$ cat config.mk
export PLATFORM = sky130hd
export DESIGN_NAME = kmc_ram
export DESIGN_NICKNAME = d
export VERILOG_FILES = /design/src/design/kmeans_1d_clusterer_assert.svh /design/src/design/kmc_ram.sv
export SDC_FILE = /design/constraint.sdc
export NUM_CORES = 1
export LEC_CHECK = 0
export BUFFER_PORTS_ARGS = -buffer_cell sky130_fd_sc_hd__buf_2
export CAP_MARGIN = 30
export CELL_PAD_IN_SITES_DETAIL_PLACEMENT = 2
export CELL_PAD_IN_SITES_GLOBAL_PLACEMENT = 2
export CORE_AREA = 2 2 215 217
export CTS_CLUSTER_DIAMETER = 150
export CTS_CLUSTER_SIZE = 10
export DETAILED_ROUTE_END_ITERATION = 8
export DIE_AREA = 0 0 217 219
export GPL_TIMING_DRIVEN = 0
export PLACE_DENSITY_LB_ADDON = 0.1
export SYNTH_ARGS = -nofsm -noshare
export SYNTH_HDL_FRONTEND = slang
export SYNTH_SLANG_ARGS = --single-unit
$ cat constraint.sdc
create_clock -name clk -period 2.1 [get_ports clk]
set_clock_uncertainty 0.2 [all_clocks]
set_input_delay 0.315 -clock clk [delete_from_list [all_inputs] [get_ports clk]]
set_output_delay 0.315 -clock clk [all_outputs]
set_load 0.01 [all_outputs]
$ cat src/design/kmeans_1d_clusterer_assert.svh
// Assertion macros for the 1-D k-means clusterer, clocked on clk, disabled in reset.
`ifndef KMEANS_1D_CLUSTERER_ASSERT_SVH
`define KMEANS_1D_CLUSTERER_ASSERT_SVH

// Condition that must hold at every clock edge out of reset
`define KMC_ASSERT_ALWAYS(lbl, cond, msg) \
	lbl: assert property (@(posedge clk) disable iff (!arst_n) (cond)) else $error(msg);

// Implication checked at every clock edge out of reset
`define KMC_ASSERT_IMPLY(lbl, ante, cons, msg) \
	lbl: assert property (@(posedge clk) disable iff (!arst_n) (ante) |-> (cons)) else $error(msg);

`endif

$ cat src/design/kmc_ram.sv
// Generic single-write, single-read RAM with registered read data.
module kmc_ram #(
	parameter int WIDTH = 8,
	parameter int DEPTH = 64
) (
	input  logic                     clk,
	input  logic                     we,
	input  logic [$clog2(DEPTH)-1:0] waddr,
	input  logic [WIDTH-1:0]         wdata,
	input  logic [$clog2(DEPTH)-1:0] raddr,
	output logic [WIDTH-1:0]         rdata
);

	logic [WIDTH-1:0] mem_q [DEPTH];

	// write port and registered read port
	always_ff @(posedge clk) begin
		if (we) begin
			mem_q[waddr] <= wdata;
		end
		rdata <= mem_q[raddr];
	end

endmodule

* Word level (Yosys, flattened, before mapping)
Memory sizes are Yosys's and may differ from the RTL's. A register that Yosys moved wholly into a read port is not among the register bits. Index checks and enable logic that the tools add are counted.
Operators by class: mux-type cells 2
Operators by type and width (number):
- $mux 1 | 2
Word-level totals: bits in registers 0, word-level logic and storage cells 3, memories kept 1, memory bits (writable) 512, bits of input ports 22
Memory list:
- mem_q | words 64, bits a word 8, rd ports 1, clocked after Yosys merged registers in 1, wr ports 1, line kmc_ram.sv:14 | logic [WIDTH-1:0] mem_q [DEPTH];

* Depth between registers and ports, before layout
Gate-level depths: netlist (run 1).
depth in word-level cells 2, depth in mapped cells 9, depth with buffers taken out 5

* Worst setup path before layout (run 1)
No wires, ideal clock.
kind input -> register, from input port raddr[1], to register rdata[3], read port of mem_q, path buffers 3, stages on the path 7, path slack -0.083 ns, arrival time 1.855 ns, cells stage by stage buf_4 buf_2 buf_2 mux4_2 mux4_2 o21ai_1 o41ai_1
RTL lines:
- start: declaration | line kmc_ram.sv:10 | input logic [$clog2(DEPTH)-1:0] raddr,
- end: declaration | line kmc_ram.sv:11 | output logic [WIDTH-1:0] rdata

* Worst setup path in the final report (run 1)
from input port waddr[4], to memory mem_q[26][6] (enable)
RTL lines:
- start: declaration | line kmc_ram.sv:8 | input logic [$clog2(DEPTH)-1:0] waddr,
- end: declaration | line kmc_ram.sv:14
Straight into the memory's write port.

==> results of run 1 <==
==> cell type report <==
| class | instances | area share |
|---|---|---|
| flip-flops and latches | 520 | 0.6625 |
| multi-input cells | 369 | 0.2048 |
| clock buffers | 93 | 0.06659 |
| well taps | 600 | 0.03202 |
| plain buffers | 50 | 0.01761 |
| repair buffers | 40 | 0.01649 |
==> synthesized netlist by cell type, types with 8 or more instances <==
library cell / count
dfxtp_1: 8
nor2_1: 83
o221ai_1: 8
o22ai_1: 8
mux2i_1: 23
clkbuf_1: 17
edfxtp_1: 512
mux2_2: 13
buf_4: 13
nor2b_1: 14
mux4_2: 126
nand3_1: 13
buf_2: 11
nand2_1: 19
==> through the flow <==
step,total power [mW],utilization,instance area (sq um),TNS [ns],worst slack [ns]
after detailed placement,13.01,0.4721,21290,-356.60,-1.290
after floorplan,12.35,-,20180,0,0.01024
final,21.74,0.5201,23450,-8.977,-0.1939
after global routing,22.31,0.5201,23450,-14.12,-0.2426
after CTS,21.86,0.5150,23220,-12.19,-0.2301
after global placement,12.91,0.4666,21040,-329.87,-1.309
==> final timing paths <==
path,startpoint,end,slack [ns]
worst max-delay path,waddr[4],mem_q[26][6],-0.19
worst min-delay path,wdata[1],mem_q[2][1],0.06
worst max register to register,mem_q[2][1],rdata[1],-0.06
worst min register to register,mem_q[4][7],rdata[7],0.76
==> timing repair <==
action	in CTS	in global routing
resized for setup	104	53
hold buffers	2	0
setup endpoints to repair	336	278
pin swaps	5	0
endpoints found under the hold margin	18	0
cloned	0	0
buffers inserted	0	2
==> state kept, by name (all words and copies together) (netlist names) <==
name	count
mem_q	512
rdata	8
==> logic make-up after synthesis <==
logic type	count (synthesis)
AO/OA/AOI/OAI	54
buffers and inverters	51
flip-flops	520
multiplexers	162
AND/OR/NAND/NOR	153
==> layer usage <==
metal,GRT usage,part of all wire,up-vias
met5,0,0,-
met4,0.06758,0.026,0
met3,0.04047,0.058,79
met2,0.4054,0.48,351
met1,0.3705,0.44,5613
li1,-,-,4134
==> report_power, final <==
group	total, mW	leakage (nW)	switching [mW]	internal (mW)
Combinational	1.40	1.78	0.893	0.506
Clock	8.83	0.745	3.84	4.99
Sequential	11.5	4.67	0.0235	11.5
==> impl_metrics.tcl, run 1 <==
set metrics [dict create \
    synth_xor_xnor_area_share 0 \
    path_class "input pin to register" \
    synth_top_family_by_area "multiplexers" \
    min_path_type "input pin to register" \
    status "complete, but fails checks" \
    grt_max_degree 49 \
    violations "negative setup slack" \
    synth_top_cell_by_area "edfxtp_1" \
    whs_path_depth 1 \
    setup_viol_count_final 107 \
    cts_buffer_depth 3 \
    hold_slack_ns 0.06245 \
    leakage_nw 7.197 \
    synth-edff-count 512 \
    dp.cells 1576 \
    area_growth_pct 16.27 \
    max_cap_violations 0 \
    cp.required_ns 2.12 \
    path_cells "clkbuf_1 > nand3b_1 > nor2_1" \
    clk_pin_slew_ns 0.06 \
    gp_congestion 0.7757 \
    critical_path_arrival_ns 2.32 \
    report.final.slew_viol_count 0 \
    synth_simple_gate_area_share 0.03388 \
    start_util 0.4473 \
    max_stage_delay_ns 0.82 \
    multi_input_area_sq_mm 0.004802 \
    fin_ws_ns -0.1939 \
    routedWlPerCell_microns 35.05 \
    layout.cells.non_filler 1672 \
    yosysWarnings 0 \
    clk_latency_ns 0.61 \
    row_count 78 \
    ff_latch_area_sq_mm 0.01553 \
    h-tree-depth 2 \
    max_freq_ghz 0.4359 \
    grt-ovfl-total 0 \
    ys_seq_area_frac 0.7703 \
    synth_top_area_frac 0.7624 \
    cts_buffers 57 \
    synth-adder-area-share 0 \
    hold_viol_final 0 \
    max_slew_margin 0.3337 \
    num_vias 10180 \
    cp_max_fo 9 \
    track_usage 0.2549 \
    r2r_cells 5 \
    synth_ff_type "edfxtp_1" \
    placement.io_buffers 21 \
    post-route-period-util 1.092 \
    cp_num_cells 3 \
    grt_pass1_vias 10810 \
    antenna_left 0 \
    drc 0 \
    fillers 3832 \
    worstSetupEndpointType "register" \
    synth_area_sq_mm 0.02017 \
    critPathSlowestCell "nor2_1" \
    synthArstFlopShare 0 \
    final_nets 1060 \
    drive_above_1_share 0.3377 \
    antenna_cells 0 \
    rsz0062_at_grt "yes" \
    synth_cells 940 \
    startpoint_type "input pin" \
    core_area_sq_mm 0.04509 \
    vdd_drop_max_mv 0.6043 \
    grt_antenna_before_repair 3 \
    layout_common_cells "edfxtp_1, mux4_2, clkbuf_16" \
    cts_tree "done" \
    io_pins 30 \
    die_y_microns 219 \
    drtIter0Drc 881 \
    min_period_ns 2.294 \
    critPathTopFamily "simple AND/OR/NAND/NOR gates" \
    post_synth.cell_area_avg_sq_um 21.45 \
    grt_pass1_wl_microns 83610 \
    drt_wl_total_microns 58600 \
    muxShareOfSynthArea 0.1594 \
    worst_pin_slew_ns 0.9971 \
    clock_sinks 520 \
    die-area_sq_mm 0.04752 \
    viasPerCell 6.087 \
    dpl.hpwl_microns 39360 \
    power_density_mw_per_mm2 927.1 \
    synth_area_leaders "edfxtp_1, mux4_2, nor2_1, mux2i_1, dfxtp_1" \
    crit_buf_inv 1 \
    synth_compound_area_frac 0.02072 \
    synth.distinct_cells 40 \
    syn-num-nets 962 \
    firstDrtPassIters 4 \
    layout_commonest_cell "edfxtp_1" \
    root_buffer "clkbuf_16" \
    die_width_microns 217 \
    ys_ff_latch 520 \
]
Note: power is estimated with default switching activity, not from simulation.
==> run 2: changes to the inputs <==
- BUFFER_PORTS_ARGS: -buffer_cell sky130_fd_sc_hd__buf_2 -> default
- CORE_AREA: 2 2 215 217 -> 2 2 213 215
- DIE_AREA: 0 0 217 219 -> 0 0 215 217
- DONT_BUFFER_PORTS: default -> 1
- HOLD_SLACK_MARGIN: default -> 0.1
==> run 2 against run 1 <==
The run still ends with negative setup slack left. First-iteration DRC count grew 37%. Largest power group unchanged. Critical endpoint is now mem_q[62][6]. Critical path type unchanged. Worst hold slack better by 0.12 ns. Cell area up 0.52%. Via count increased by 0.41%. Combinational power barely moved.
==> impl_metrics.tcl, run 2 (synthesized netlist as in run 1, its figures left out) <==
set metrics [dict create \
    status "complete, but fails checks" \
    violations "negative setup slack" \
    max_stage_delay_ns 0.87 \
    dpl.hpwl_microns 37040 \
    critPathSlowestCell "nor2_1" \
    die_width_microns 215 \
    clock_sinks 520 \
    routedWlPerCell_microns 35.68 \
    drtIter0Drc 1203 \
    cts_buffers 57 \
    reg_top3 "mem_q: 512 flops, rdata: 8 flops" \
    io_pins 30 \
    rr_startpoint "mem_q[11][2]" \
    grt-ovfl-total 0 \
    die-area_sq_mm 0.04666 \
    path_class "input pin to register" \
    track_usage 0.2597 \
    hold_slack_ns 0.1844 \
    grt_pass1_vias 10900 \
    post-route-period-util 1.068 \
    num_vias 10220 \
    cts_buffer_depth 3 \
    cp_num_cells 3 \
    fin_ws_ns -0.1426 \
    cp_max_fo 10 \
    grt_pass1_wl_microns 84470 \
    power_density_mw_per_mm2 930.6 \
    r2r_cells 5 \
    clk_pin_slew_ns 0.06 \
    crit_buf_inv 1 \
    cp.required_ns 2.12 \
    critical_path.endpoint "mem_q[62][6]" \
    cp-startpoint "waddr[2]" \
    drive_above_1_share 0.3264 \
    cts_tree "done" \
    core_area_sq_mm 0.04470 \
    leakage_nw 7.199 \
    grt_max_degree 65 \
    final_nets 1050 \
    vdd_drop_max_mv 0.7278 \
    max_freq_ghz 0.4459 \
    antenna_left 0 \
    path_cells "clkbuf_1 > nand3_1 > nor2_1" \
    regMostFlops "mem_q" \
    max_cap_violations 0 \
    min_path_type "input pin to register" \
    reg2reg_slack_ns -0.13 \
    drc 0 \
    grt_antenna_before_repair 1 \
    drt_wl_total_microns 59340 \
    startpoint_type "input pin" \
    root_buffer "clkbuf_16" \
    firstDrtPassIters 5 \
    rsz0062_at_grt "yes" \
    start_util 0.4512 \
    area_growth_pct 16.88 \
    setup_viol_count_final 76 \
    h-tree-depth 2 \
    min_period_ns 2.243 \
    placement.io_buffers 0 \
    hold_viol_final 0 \
    critical_path_arrival_ns 2.27 \
    worstSetupEndpointType "register" \
    largest_reg_flops 512 \
    critPathTopFamily "simple AND/OR/NAND/NOR gates" \
    antenna_cells 0 \
    clk_latency_ns 0.61 \
    die_y_microns 217 \
    layout_common_cells "edfxtp_1, mux4_2, clkbuf_16" \
    rr_endpoint "rdata[2]" \
    post-route-util 0.5273 \
    gp_congestion 0.8058 \
    report.final.slew_viol_count 0 \
    worst_pin_slew_ns 0.9144 \
    place_area_sq_mm 0.02095 \
    row_count 78 \
    stdcell_area_sq_mm 0.02357 \
    max_slew_margin 0.3881 \
    layout_commonest_cell "edfxtp_1" \
    viasPerCell 6.145 \
    tns_ns -5.235 \
]
run 2: changes by cell type in the layout (fill, tap and decap cells not counted), sizes merged:
| cell | delta |
|---|---|
| buf | -22 |
| inv | +1 |
| dlygate4sd3 | +12 |
| clkdlybuf4s15 | +1 |
| clkbuf | -1 |
run 2: tightest hold or removal path, cell delays in order:
cell,delay [ns]
nand2b_1,0.14
nor4_2,0.08
nor3_4,0.26
o32ai_4,0.12
run 2: power by group:
group | switching [mW] | leakage, nW | internal [mW] | total (mW)
combinational | 0.871 | 1.75 | 0.505 | 1.38
clock | 3.90 | 0.772 | 5.14 | 9.03
sequential | 0.0379 | 4.67 | 11.5 | 11.5
run 2: metal layers:
| metal | routed length [microns] | up-vias | part of all wire | GRT usage |
|---|---|---|---|---|
| met5 | 0 | - | 0 | 0 |
| met3 | 3574 | 78 | 0.060 | 0.04836 |
| met4 | 1475 | 0 | 0.025 | 0.07448 |
| met1 | 26210 | 5640 | 0.44 | 0.3763 |
| li1 | - | 4107 | - | - |
| met2 | 28080 | 394 | 0.47 | 0.4079 |
run 2: worst min-delay path by stage:
stage | from | end | depth (start not counted)
after global placement | wdata[7] | mem_q[50][7] | 0
after floorplan | wdata[0] | mem_q[0][0] | 0
after detailed placement | wdata[5] | mem_q[50][5] | 0
final | raddr[4] | rdata[4] | 4
after global routing | raddr[4] | rdata[6] | 4
after CTS | we | mem_q[49][3] | 2
run 2: cell type report:
class                      instances  area [sq um]
buffer                            50         414.1
fill                            3808         21130
clock inverter                     1         8.758
sequential                       520         15530
tap                              600         750.7
clock buffer                      93          1604
multi-input combinational        369          4838
timing repair buffer              30         420.4
run 2: repair_timing:
item                       in CTS  in global routing
hold buffers                   19                  3
gates resized for setup       127                 42
setup buffers                   0                  6
hold endpoints to repair      556                107
pin swaps                       4                  3
setup endpoints to repair     328                312
run 2: stage by stage:
step	setup slack (ns)	power [mW]	std cells
6_report	-0.1426	21.94	1663
5_1_grt	-0.2267	22.49	1663
4_1_cts	-0.2671	22.04	1655
3_5_place_dp	-1.535	12.74	1542
3_3_place_gp	-1.449	12.71	1540
2_1_floorplan	0.01024	12.35	940
