$ cat config.mk
export PLATFORM = sky130hd
export DESIGN_NAME = kmc_div
export DESIGN_NICKNAME = d
export VERILOG_FILES = /design/src/design/kmeans_1d_clusterer_assert.svh /design/src/design/kmc_div.sv
export SDC_FILE = /design/constraint.sdc
export NUM_CORES = 1
export LEC_CHECK = 0
export BUFFER_PORTS_ARGS = -buffer_cell sky130_fd_sc_hd__buf_4
export CAP_MARGIN = 5
export CORE_UTILIZATION = 50
export DETAILED_ROUTE_END_ITERATION = 6
export PLACE_DENSITY = 0.78
export SYNTH_ARGS = -nofsm -noshare
export SYNTH_HDL_FRONTEND = slang
export SYNTH_SLANG_ARGS = --single-unit
$ cat constraint.sdc
create_clock -name clk -period 3.2 [get_ports clk]
set_input_delay 0.64 -clock clk [delete_from_list [all_inputs] [get_ports clk]]
set_output_delay 0.64 -clock clk [all_outputs]
set_load 0.05 [all_outputs]
$ cat src/design/kmeans_1d_clusterer_assert.svh
// Assertion macros for the 1-D k-means clusterer, clocked on clk, disabled in reset.
`ifndef KMEANS_1D_CLUSTERER_ASSERT_SVH
`define KMEANS_1D_CLUSTERER_ASSERT_SVH

// Condition that must hold at every clock edge out of reset
`define KMC_ASSERT_ALWAYS(lbl, cond, msg) \
	lbl: assert property (@(posedge clk) disable iff (!arst_n) (cond)) else $error(msg);

// Implication checked at every clock edge out of reset
`define KMC_ASSERT_IMPLY(lbl, ante, cons, msg) \
	lbl: assert property (@(posedge clk) disable iff (!arst_n) (ante) |-> (cons)) else $error(msg);

`endif

$ cat src/design/kmc_div.sv
// Shared restoring divider, one quotient bit per cycle.
module kmc_div #(
	parameter int DW = 40,
	parameter int VW = 7
) (
	input  logic          clk,
	input  logic          arst_n,
	input  logic          start,
	input  logic [DW-1:0] dividend,
	input  logic [VW-1:0] divisor,
	output logic          busy,
	output logic          done,
	output logic [DW-1:0] quotient
);

	localparam int CNT_W = $clog2(DW + 1);

	logic [VW-1:0]    rem_q;
	logic [DW-1:0]    quo_q;
	logic [VW-1:0]    dvs_q;
	logic [CNT_W-1:0] cnt_q;
	logic             busy_q;
	logic             done_q;
	logic [VW:0]      rs;
	logic             ge;

	// shift in the next dividend bit and try the subtraction
	always_comb begin
		rs = {rem_q, quo_q[DW-1]};
		ge = (rs >= {1'b0, dvs_q});
	end

	// control
	always_ff @(posedge clk or negedge arst_n) begin
		if (!arst_n) begin
			busy_q <= 1'b0;
			done_q <= 1'b0;
			cnt_q  <= '0;
		end else begin
			done_q <= 1'b0;
			if (start) begin
				busy_q <= 1'b1;
				cnt_q  <= CNT_W'(DW);
			end else if (busy_q) begin
				cnt_q <= cnt_q - 1'b1;
				if (cnt_q == CNT_W'(1)) begin
					busy_q <= 1'b0;
					done_q <= 1'b1;
				end
			end
		end
	end

	// datapath
	always_ff @(posedge clk) begin
		if (start) begin
			rem_q <= '0;
			quo_q <= dividend;
			dvs_q <= divisor;
		end else if (busy_q) begin
			rem_q <= ge ? VW'(rs - {1'b0, dvs_q}) : VW'(rs);
			quo_q <= {quo_q[DW-2:0], ge};
		end
	end

	assign busy     = busy_q;
	assign done     = done_q;
	assign quotient = quo_q;

endmodule

-- Word level (Yosys, flattened, before mapping)
Cells that the tools add are included.
- output and inout port bits: 42
- register bits: 62
- reduce and logical (&&, ||, !) cells: 1
- add/subtract/negate cells: 2
- equality and inequality tests: 1
- magnitude comparators: 1
- multiplexer cells: 11
- operators with widths (cell ; number):
    40-bit two-way mux ; 2
    6-bit two-way mux ; 2
    8-bit by 7-bit >= comparator with 1-bit output ; 1
    7-bit two-way mux ; 1
    7-bit subtractor ; 1
    6-bit by 1-bit == test with 1-bit output (second input constant) ; 1
    1-bit two-way mux ; 6
    6-bit by 1-bit subtractor with 6-bit output (second input constant) ; 1
    2-bit nonzero test ; 1

-- Longest topological paths before layout
Gate-level depths: netlist of run 1.
- depth in word-level cells: 4
- depth in mapped cells: 9

-- Least setup slack after synthesis of run 1
OpenSTA, ideal clock, no wires.
- path kind: reg2reg
- start point: reg quo_q[39], in the netlist quotient[39]
- end point: reg rem_q[2]
- path buffers: 2
- setup slack: 0.618 ns
- data required time: 3.112 ns
- stages on the path, launching flop included: 10
- period minus slack after synthesis: 2.582 ns
- data arrival time: 2.494 ns
- cell sequence: edfxtp_1 > inv_1 > ha_1 > fa_1 > nand2b_1 > a211o_1 > buf_6 > and3_1 > buf_6 > a311oi_2
- word-level cells in the longest chain between the ends: 2
- RTL lines (what ; line ; source):
    start, declared ; kmc_div.sv:19 ; logic [DW-1:0] quo_q;
    start signal, assigned ; kmc_div.sv:58 ; quo_q <= dividend;
    start signal, assigned ; kmc_div.sv:62 ; quo_q <= {quo_q[DW-2:0], ge};
    7-bit subtractor / 8-bit by 7-bit >= comparator with 1-bit output (equally long branches) ; kmc_div.sv:61, kmc_div.sv:30 ;
    7-bit two-way mux * ; kmc_div.sv:61 ; rem_q <= ge ? VW'(rs - {1'b0, dvs_q}) : VW'(rs);
    end signal, assigned ; kmc_div.sv:61 ;
    end, declared ; kmc_div.sv:18 ; logic [VW-1:0] rem_q;
Every way passes the cells marked *; elsewhere a longest branch is shown, timed or not.
A chain may end at the register's enable or synchronous reset.

-- Final worst setup path of run 1
- start point: reg quo_q[39], in the netlist quotient[39]
- end point: reg rem_q[0]
Same word-level chain as after synthesis.

==> metrics, run 1 <==
Area Growth Syn to Fin 30.7%; clock skew 0.0101 ns; global-route wire length before repair 9560 microns; min cycle time layout 2.34 ns; worst hold path class input port to asynchronous set/reset pin; FF-to-FF End rem_q[0]; Leakage 1.70 nW; vias in the first global route 2090; Total Neg Setup Slack 0 ns; num ports 92; worst-margin pin slew 0.747 ns; origin of the critical flop-to-flop path quotient[39]; GPL Wtd Cong 0.798; PostCTS Resize Cnt 0; Area after DPL 3820 sq um; clk sinks 62; total CTS buffers 9; DRC errors left 0; Slew Limit Headroom 0.502; kind of critical path flop to flop; Final setup viols 0; Fin. Hold Viols 0; mapped cell area 3070 sq um; largest family of logic cells by synthesized area multiplexers; pwr dens 684 nW/um^2; Final Util 0.678; Top FF cell, synth edfxtp_1; Non-Filler Instances 401; clock slew at reported path FFs 0.07 ns; Post-CTS Setup Repair Bufs 0; via count 2096; Distinct cells, synth 50; Max stage delay on crit path 0.40 ns; share of the synthesized area in the top cell type 0.460; Reg2Reg Depth 7; CP Buf/Inv Count 1; post-synthesis adder-cell area fraction 0.0432; Post-synth top cells 47 x edfxtp_1, 39 x mux2_2, 14 x inv_1; mux contribution to synthesized area 0.146; worst IR drop on VDD 0.000392 V; CTS Hold Bufs 0; largest net degree at the start of global routing 46; Worst EP required 3.44 ns; Worst setup SP type flop; Synth area leaders edfxtp_1 46%, mux2_2 14%, dfrtp_1 6.5%; CP top delay family compound AO/OA/AOI/OAI gates; crit-path cells inv_1 -> ha_1 -> fa_1 -> nand2b_1 -> a211o_1 -> and3_1 -> a311oi_2; crit path launch quotient[39]; post-synth top area cell edfxtp_1; Slew Viols, Final 0; DPL Wire Length 4300 microns; R2R setup slack 0.86 ns; Arr. time, crit path 2.58 ns; fmax 428 MHz; PortBufs 91; period utilization 0.730; NumNets Final 381; drt pass-1 iters 4; post-synthesis sequential area ratio 0.570; critical path's slowest cell fa_1; Clock Latency Late Sink 0.33 ns; ant diodes 0; WL final 5960 microns; XOR/XNOR Fraction of Synth Area 0.0228; share of layout cells above drive strength 1 0.482; DR iter-0 viols 144; core area 5920 sq um; Remaining Overflow, GRT 0; Die Wd 80.4 microns; Async S/R FF share, synth 0.129; synthesized flop and latch total 62; initial core utilization 0.519; initial antenna violation count 0; die height 80.4 microns; RSZ-0062 raised after global routing no; Row Count 28; most numerous cell in the Yosys netlist edfxtp_1; DIE AREA 6460 sq um; Min Hold Slack 0.112 ns; Avg Inst Size Synth 13.5 sq um; final instance area 4010 sq um; post-synthesis compound-gate area fraction 0.0896; H-tree depth 3; Crit Path Max Fanout 9; Post-synth EDFFs 47; remaining antenna violation count after routing 0; Fillers 447; critical path capture point type flop; Mapped Cells 228; Tot GR Track Use 0.201; max-cap viol count 0; DR WL/cell 14.9 microns; Cells after DPL 385; Synthesized Nets 288; CTS tree yes; Clock Tree Buf Depth 2; root buf cell clkbuf_8; post-synthesis simple-gate area fraction 0.0905; YS warnings 0; Via density 5.23; status completed
how the worst max path moves through the flow:
| stage | endpoint | slack, ns | cells past startpoint |
|---|---|---|---|
| 3_5_place_dp | rem_q[0] | 0.89 | 7 |
| 6_report | rem_q[0] | 0.86 | 7 |
| 3_3_place_gp | rem_q[2] | 0.93 | 7 |
| 2_1_floorplan | rem_q[2] | 0.62 | 9 |
| 5_1_grt | rem_q[0] | 0.72 | 7 |
| 4_1_cts | rem_q[0] | 0.85 | 7 |
cell families (layout without fill, tap and decap cells):
group                      count (synthesis)  in the layout
DFF                                       62             62
buffers and inverters                     26            124
xor gates and xnor gates                   8              8
muxes                                     40             40
AOI/OAI and AO/OA                         32             32
adders and majority gates                 10             10
and+or+nand+nor                           50             50
state kept, by name (all words and copies together), names as in the netlist:
signal    count
dvs_q         7
cnt_q         6
quotient     40
busy          1
rem_q         7
done          1
report_power, final:
group | total (mW) | switching (mW) | internal, mW
Sequential | 1.09 | 0.0882 | 1.01
Clock | 0.669 | 0.290 | 0.379
Combinational | 0.983 | 0.571 | 0.412
per-stage QoR:
| step | total power, mW | setup slack, ns |
|---|---|---|
| detailed placement | 2.09 | 0.895 |
| global route | 2.89 | 0.715 |
| global placement | 2.08 | 0.935 |
| finish | 2.75 | 0.863 |
| floorplan | 1.86 | 0.618 |
| CTS | 2.76 | 0.852 |
routing by layer:
layer	track usage	vias to the layer above	wire, microns
li1	-	1040	-
met1	0.254	988	2630
met2	0.304	58	2840
met3	0.0682	10	389
met4	0.100	0	93
met5	0	-	0
cell usage in the layout (no fill, tap or decap), types with 2 or more instances in the layout:
| cell type | synthesis | routed |
|---|---|---|
| ha_1 | 9 | 9 |
| mux2_2 | 39 | 39 |
| nor3_1 | 2 | 2 |
| o21ai_0 | 4 | 4 |
| or3b_2 | 2 | 2 |
| or2_2 | 2 | 2 |
| a21o_1 | 2 | 2 |
| dfrtp_1 | 8 | 8 |
| buf_4 | 0 | 93 |
| nand2b_1 | 6 | 6 |
| nor2b_1 | 2 | 2 |
| xnor2_1 | 6 | 6 |
| o21bai_1 | 2 | 2 |
| nand4_1 | 2 | 2 |
| a41oi_1 | 4 | 4 |
| dfxtp_1 | 7 | 7 |
| nand3_1 | 2 | 2 |
| clkbuf_8 | 0 | 10 |
| nor3b_1 | 6 | 6 |
| xor2_1 | 2 | 2 |
| a311oi_2 | 2 | 2 |
| nor2_1 | 12 | 12 |
| inv_1 | 14 | 14 |
| o31ai_2 | 2 | 2 |
| edfxtp_1 | 47 | 47 |
| a211oi_1 | 3 | 3 |
| nand2_1 | 8 | 8 |
| clkbuf_1 | 7 | 2 |
final cells by class:
class	count	area (sq um)	share of cell area
Clock inverter	4	47.5	0.0118
Multi-Input combinational cell	140	1200	0.300
Tap cell	75	93.8	0.0234
Inverter	14	52.6	0.0131
Timing Repair Buffer	94	718	0.179
Clock buffer	12	145	0.0362
Sequential cell	62	1750	0.436
No activity file was read; power rests on OpenSTA's default activity.
==> run 2: changes to the inputs <==
- clock period: 3.2 -> 2.3 ns (I/O delays scaled with it)
==> run 2 against run 1 <==
Compared with the run above:
- wire length grew 8.2%
- hold slack gained 0.20 ns
- design area grew 1.6%
- first-iteration DRC count shrank 34%
- cell count grew 0.75%
- non-clock buffer count grew 3
- maximum frequency grew 9.1%
- clock-buffer cell count shrank 2
- largest cell class unchanged
- highest routed layer unchanged
==> metrics, run 2 (synthesized netlist as in run 1, its figures left out) <==
Leakage 1.73 nW; vias in the first global route 2012; die height 80.4 microns; core area 5920 sq um; Clock Power Share 0.251; PostCTS Resize Cnt 0; area used by multi-input combinational logic 1230 sq um; Die Wd 80.4 microns; Slew Limit Headroom 0.633; Area after DPL 3860 sq um; Gate power share 0.363; Remaining Overflow, GRT 0; PortBufs 91; max-cap viol count 0; Row Count 28; Via density 5.30; Clock Latency Late Sink 0.33 ns; total CTS buffers 9; Clock Tree Buf Depth 2; largest net degree at the start of global routing 41; kind of critical path flop to flop; RSZ-0062 raised after global routing no; num ports 92; NumNets Final 384; Final Power 3.98 mW; max reg flops 40; initial core utilization 0.519; Post-CTS Setup Repair Bufs 0; most frequent cells in the layout 95 x buf_4, 47 x edfxtp_1, 39 x mux2_2; min cycle time layout 2.14 ns; pwr dens 975 nW/um^2; clock skew 0.00747 ns; Arr. time, crit path 2.38 ns; worst IR drop on VDD 0.000660 V; global-route wire length before repair 9600 microns; H-tree depth 3; DR iter-0 viols 95; Non-Filler Instances 404; Area Growth Syn to Fin 32.8%; Tot GR Track Use 0.203; commonest non-fill, non-tap cell in the layout buf_4; DR WL/cell 16.0 microns; final instance area 4080 sq um; via count 2141; clock slew at reported path FFs 0.07 ns; root buf cell clkbuf_8; DRC errors left 0; Int Power 2.61 mW; Sw Pwr 1.36 mW; share of layout cells above drive strength 1 0.495; ant diodes 0; critical path capture point type flop; Worst setup SP type flop; Sw Ratio 0.343; Crit Path Max Fanout 9; GPL Wtd Cong 0.797; fmax 467 MHz; Slew Viols, Final 0; remaining antenna violation count after routing 0; DPL Wire Length 4500 microns; status completed; register area 1750 sq um; DIE AREA 6460 sq um; Worst EP required 2.54 ns; Seq pwr share 0.386; CTS Hold Bufs 1; Fillers 445; CTS tree yes; worst-margin pin slew 0.543 ns; Final setup viols 0; period utilization 0.931; Fin. Hold Viols 0; WL final 6450 microns; worst hold path class input port to flop; initial antenna violation count 0; Cells after DPL 387; clk sinks 62; drt pass-1 iters 4
-- run 2: through the flow --
step / setup TNS [ns] / worst slack [ns] / util / hold WS (ns)
6_report: 0 / 0.158 / 0.689 / 0.309
5_1_grt: 0 / 0.115 / 0.689 / 0.292
4_1_cts: 0 / 0.150 / 0.689 / 0.297
3_5_place_dp: 0 / 0.191 / 0.653 / 0.283
3_3_place_gp: 0 / 0.264 / 0.653 / 0.283
2_1_floorplan: -0.295 / -0.107 / - / 0.164
-- run 2: worst max-delay path, stage by stage, from the launching register on --
cell	delay (ns)
edfxtp_1	0.42
ha_4	0.19
fa_2	0.35
nand2b_4	0.16
a211o_1	0.38
and3_4	0.27
a311oi_2	0.28
-- run 2: power groups by stage --
stage / logic (mW) / clock network [mW] / registers [mW]
2_1_floorplan: 0.791 / 0 / 1.83
3_3_place_gp: 1.41 / 0 / 1.55
3_5_place_dp: 1.44 / 0 / 1.55
4_1_cts: 1.45 / 1.01 / 1.53
5_1_grt: 1.55 / 1.06 / 1.56
6_report: 1.44 / 0.997 / 1.54
-- run 2: cell type report --
| cell class | instances | area share |
|---|---|---|
| inverters | 14 | 0.0129 |
| repair buffers | 97 | 0.182 |
| multi-input cells | 140 | 0.302 |
| flip-flops and latches | 62 | 0.430 |
| well taps | 75 | 0.0230 |
| clock buffers | 10 | 0.0313 |
| clock inverters | 6 | 0.0187 |
-- run 2: worst paths after layout --
path | start | to | slack [ns] | cells past startpoint
min | divisor[0] | dvs_q[0] | 0.31 | 1
min in group asynchronous | arst_n | busy | 0.48 | 2
max reg2reg | dvs_q[0] | rem_q[2] | 0.16 | 6
max | dvs_q[0] | rem_q[2] | 0.16 | 6
max in group asynchronous | arst_n | cnt_q[4] | 1.69 | 2
min reg2reg | cnt_q[5] | cnt_q[5] | 0.52 | 2
-- run 2: layer usage --
metal | GRT usage | wire (microns) | vias up
li1 | - | - | 1048
met1 | 0.254 | 2690 | 1010
met2 | 0.321 | 3260 | 74
met3 | 0.0602 | 393 | 9
met4 | 0.0982 | 103 | 0
met5 | 0 | 0 | -
==> run 3: changes to the inputs <==
- ABC_AREA: unset -> 1
==> run 3 against run 2 <==
Compared with the run above:
- sequential power fell by 4%
- non-clock buffer count decreased by 1
- sequential share of layout area rose by 1.1 points
- critical path type unchanged
==> metrics, run 3 <==
Slew Viols, Final 0; Worst EP required 2.52 ns; GPL Wtd Cong 0.814; DIE AREA 6270 sq um; final instance area 3980 sq um; Fin. Hold Viols 0; PortBufs 91; core area 5610 sq um; initial core utilization 0.531; Row Count 27; max reg flops 40; Final Power 3.79 mW; NumNets Final 491; commonest non-fill, non-tap cell in the layout nand2_1; vias in the first global route 2534; Tot GR Track Use 0.235; kind of critical path flop to flop; pwr dens 951 nW/um^2; most frequent cells in the layout 168 x nand2_1, 94 x buf_4, 47 x edfxtp_1; clock slew at reported path FFs 0.07 ns; DR WL/cell 13.3 microns; YS warnings 0; DR iter-0 viols 120; Final setup viols 0; post-synthesis sequential area ratio 0.588; Gate power share 0.338; Int Power 2.44 mW; Seq pwr share 0.392; H-tree depth 3; period utilization 0.828; root buf cell clkbuf_8; FF-to-FF End rem_q[6]; PostCTS Resize Cnt 0; Arr. time, crit path 2.12 ns; worst hold path class input port to flop; critical path capture point rem_q[6]; max-cap viol count 0; worst IR drop on VDD 0.000569 V; num ports 92; Via density 4.98; drt pass-1 iters 4; DPL Wire Length 4760 microns; CTS tree yes; post-route setup slack 0.397 ns; Reg2Reg Depth 11; Async S/R FF share, synth 0.129; Synthesized Nets 393; clk sinks 62; Distinct cells, synth 28; via count 2529; R2R setup slack 0.40 ns; RSZ-0062 raised after global routing no; initial antenna violation count 0; total CTS buffers 9; setup slack at placement 0.441 ns; Die Wd 79.2 microns; synthesized flop and latch total 62; Mapped Cells 333; die height 79.2 microns; Synth area leaders edfxtp_1 47%, nand2_1 21%, dfrtp_1 6.7%; CTS Hold Bufs 1; min cycle time layout 1.90 ns; critical path capture point type flop; WL final 6780 microns; share of the synthesized area in the top cell type 0.474; Clock Latency Late Sink 0.33 ns; Remaining Overflow, GRT 0; most numerous cell in the Yosys netlist nand2_1; Area after DPL 3760 sq um; Cells after DPL 491; Clock Power Share 0.269; DRC errors left 0; Worst setup SP type flop; Post-synth EDFFs 47; post-synth top area cell edfxtp_1; Avg Inst Size Synth 8.94 sq um; Sw Pwr 1.34 mW; share of layout cells above drive strength 1 0.261; Clock Tree Buf Depth 2; Crit Path Max Fanout 7; Slew Limit Headroom 0.681; Sw Ratio 0.354; remaining antenna violation count after routing 0; fmax 525 MHz; Post-synth top cells 168 x nand2_1, 47 x edfxtp_1, 28 x inv_1; Leakage 2.03 nW; Post-CTS Setup Repair Bufs 0; origin of the critical flop-to-flop path quotient[39]; mapped cell area 2980 sq um; Top FF cell, synth edfxtp_1; crit path launch quotient[39]; status completed; worst-margin pin slew 0.479 ns; clock skew 0.00970 ns; global-route wire length before repair 11100 microns; Area Growth Syn to Fin 33.7%; Non-Filler Instances 508; Total Neg Setup Slack 0 ns; largest net degree at the start of global routing 46; ant diodes 0
==> run 3: cell types whose count changed after synthesis, sizes merged, moves of 5 or more <==
cell	previous run	this run
nand3	2	21
nand2	8	168
inv	14	29
nor3b	6	0
xnor2	6	1
mux2	39	0
nand2b	6	0
==> run 3: worst min-delay path by stage <==
stage                           from  slack, ns  depth (start not counted)  endpoint
after detailed placement      arst_n       0.29                          1      busy
after CTS                 divisor[1]       0.29                          1  dvs_q[1]
after floorplan               arst_n       0.16                          0      busy
after global routing      divisor[1]       0.29                          1  dvs_q[1]
final                     divisor[1]       0.30                          1  dvs_q[1]
after global placement        arst_n       0.28                          1  cnt_q[5]
==> run 3: per-layer routing <==
metal | wire length, microns | share of wire | global-route usage | vias up
met5 | 0 | 0 | 0 | -
met1 | 2800 | 0.41 | 0.272 | 1150
met2 | 3330 | 0.49 | 0.388 | 92
met4 | 210 | 0.031 | 0.147 | 0
met3 | 435 | 0.064 | 0.0609 | 17
li1 | - | - | - | 1270
==> run 3: logic make-up (layout without fill, tap and decap cells) <==
family                   after synthesis  in the layout  synth area share
adder cells (fa/ha/maj)               10             10            0.0446
AND/OR/NAND/NOR                      209            209             0.287
AO/OA/AOI/OAI                         11             11            0.0244
buffers and inverters                 39            142            0.0496
XOR/XNOR                               2              2           0.00589
flip-flops                            62             62             0.588
==> run 3: through the flow <==
step                hold slack [ns]   util
CTS                           0.292  0.710
finish                        0.302  0.710
detailed placement            0.287  0.670
global placement              0.284  0.670
global route                  0.290  0.710
floorplan                     0.164      -
==> run 3: layout make-up <==
type,instances,area [sq um]
clock buffer,9,124
clock inverter,7,88.8
fill,446,1630
inverter,30,113
multi-input combinational,232,1080
sequential,62,1750
tap,72,90.1
timing repair buffer,96,736
==> run 3: worst max-delay path, stage by stage, from the launching register on <==
cell	delay, ns
edfxtp_1	0.35
inv_1	0.06
ha_1	0.22
fa_1	0.41
inv_1	0.09
nand3_1	0.07
nand2_1	0.15
nand2_1	0.12
nand3_4	0.11
nand3_1	0.08
nand3_1	0.08
nand2_1	0.05
==> run 3: power by group through the flow <==
stage | sequential [mW] | combinational [mW] | clock (mW)
after floorplan | 1.74 | 0.681 | 0
after global placement | 1.50 | 1.24 | 0
after detailed placement | 1.50 | 1.27 | 0
after CTS | 1.49 | 1.29 | 1.04
after global routing | 1.50 | 1.42 | 1.08
final | 1.48 | 1.28 | 1.02
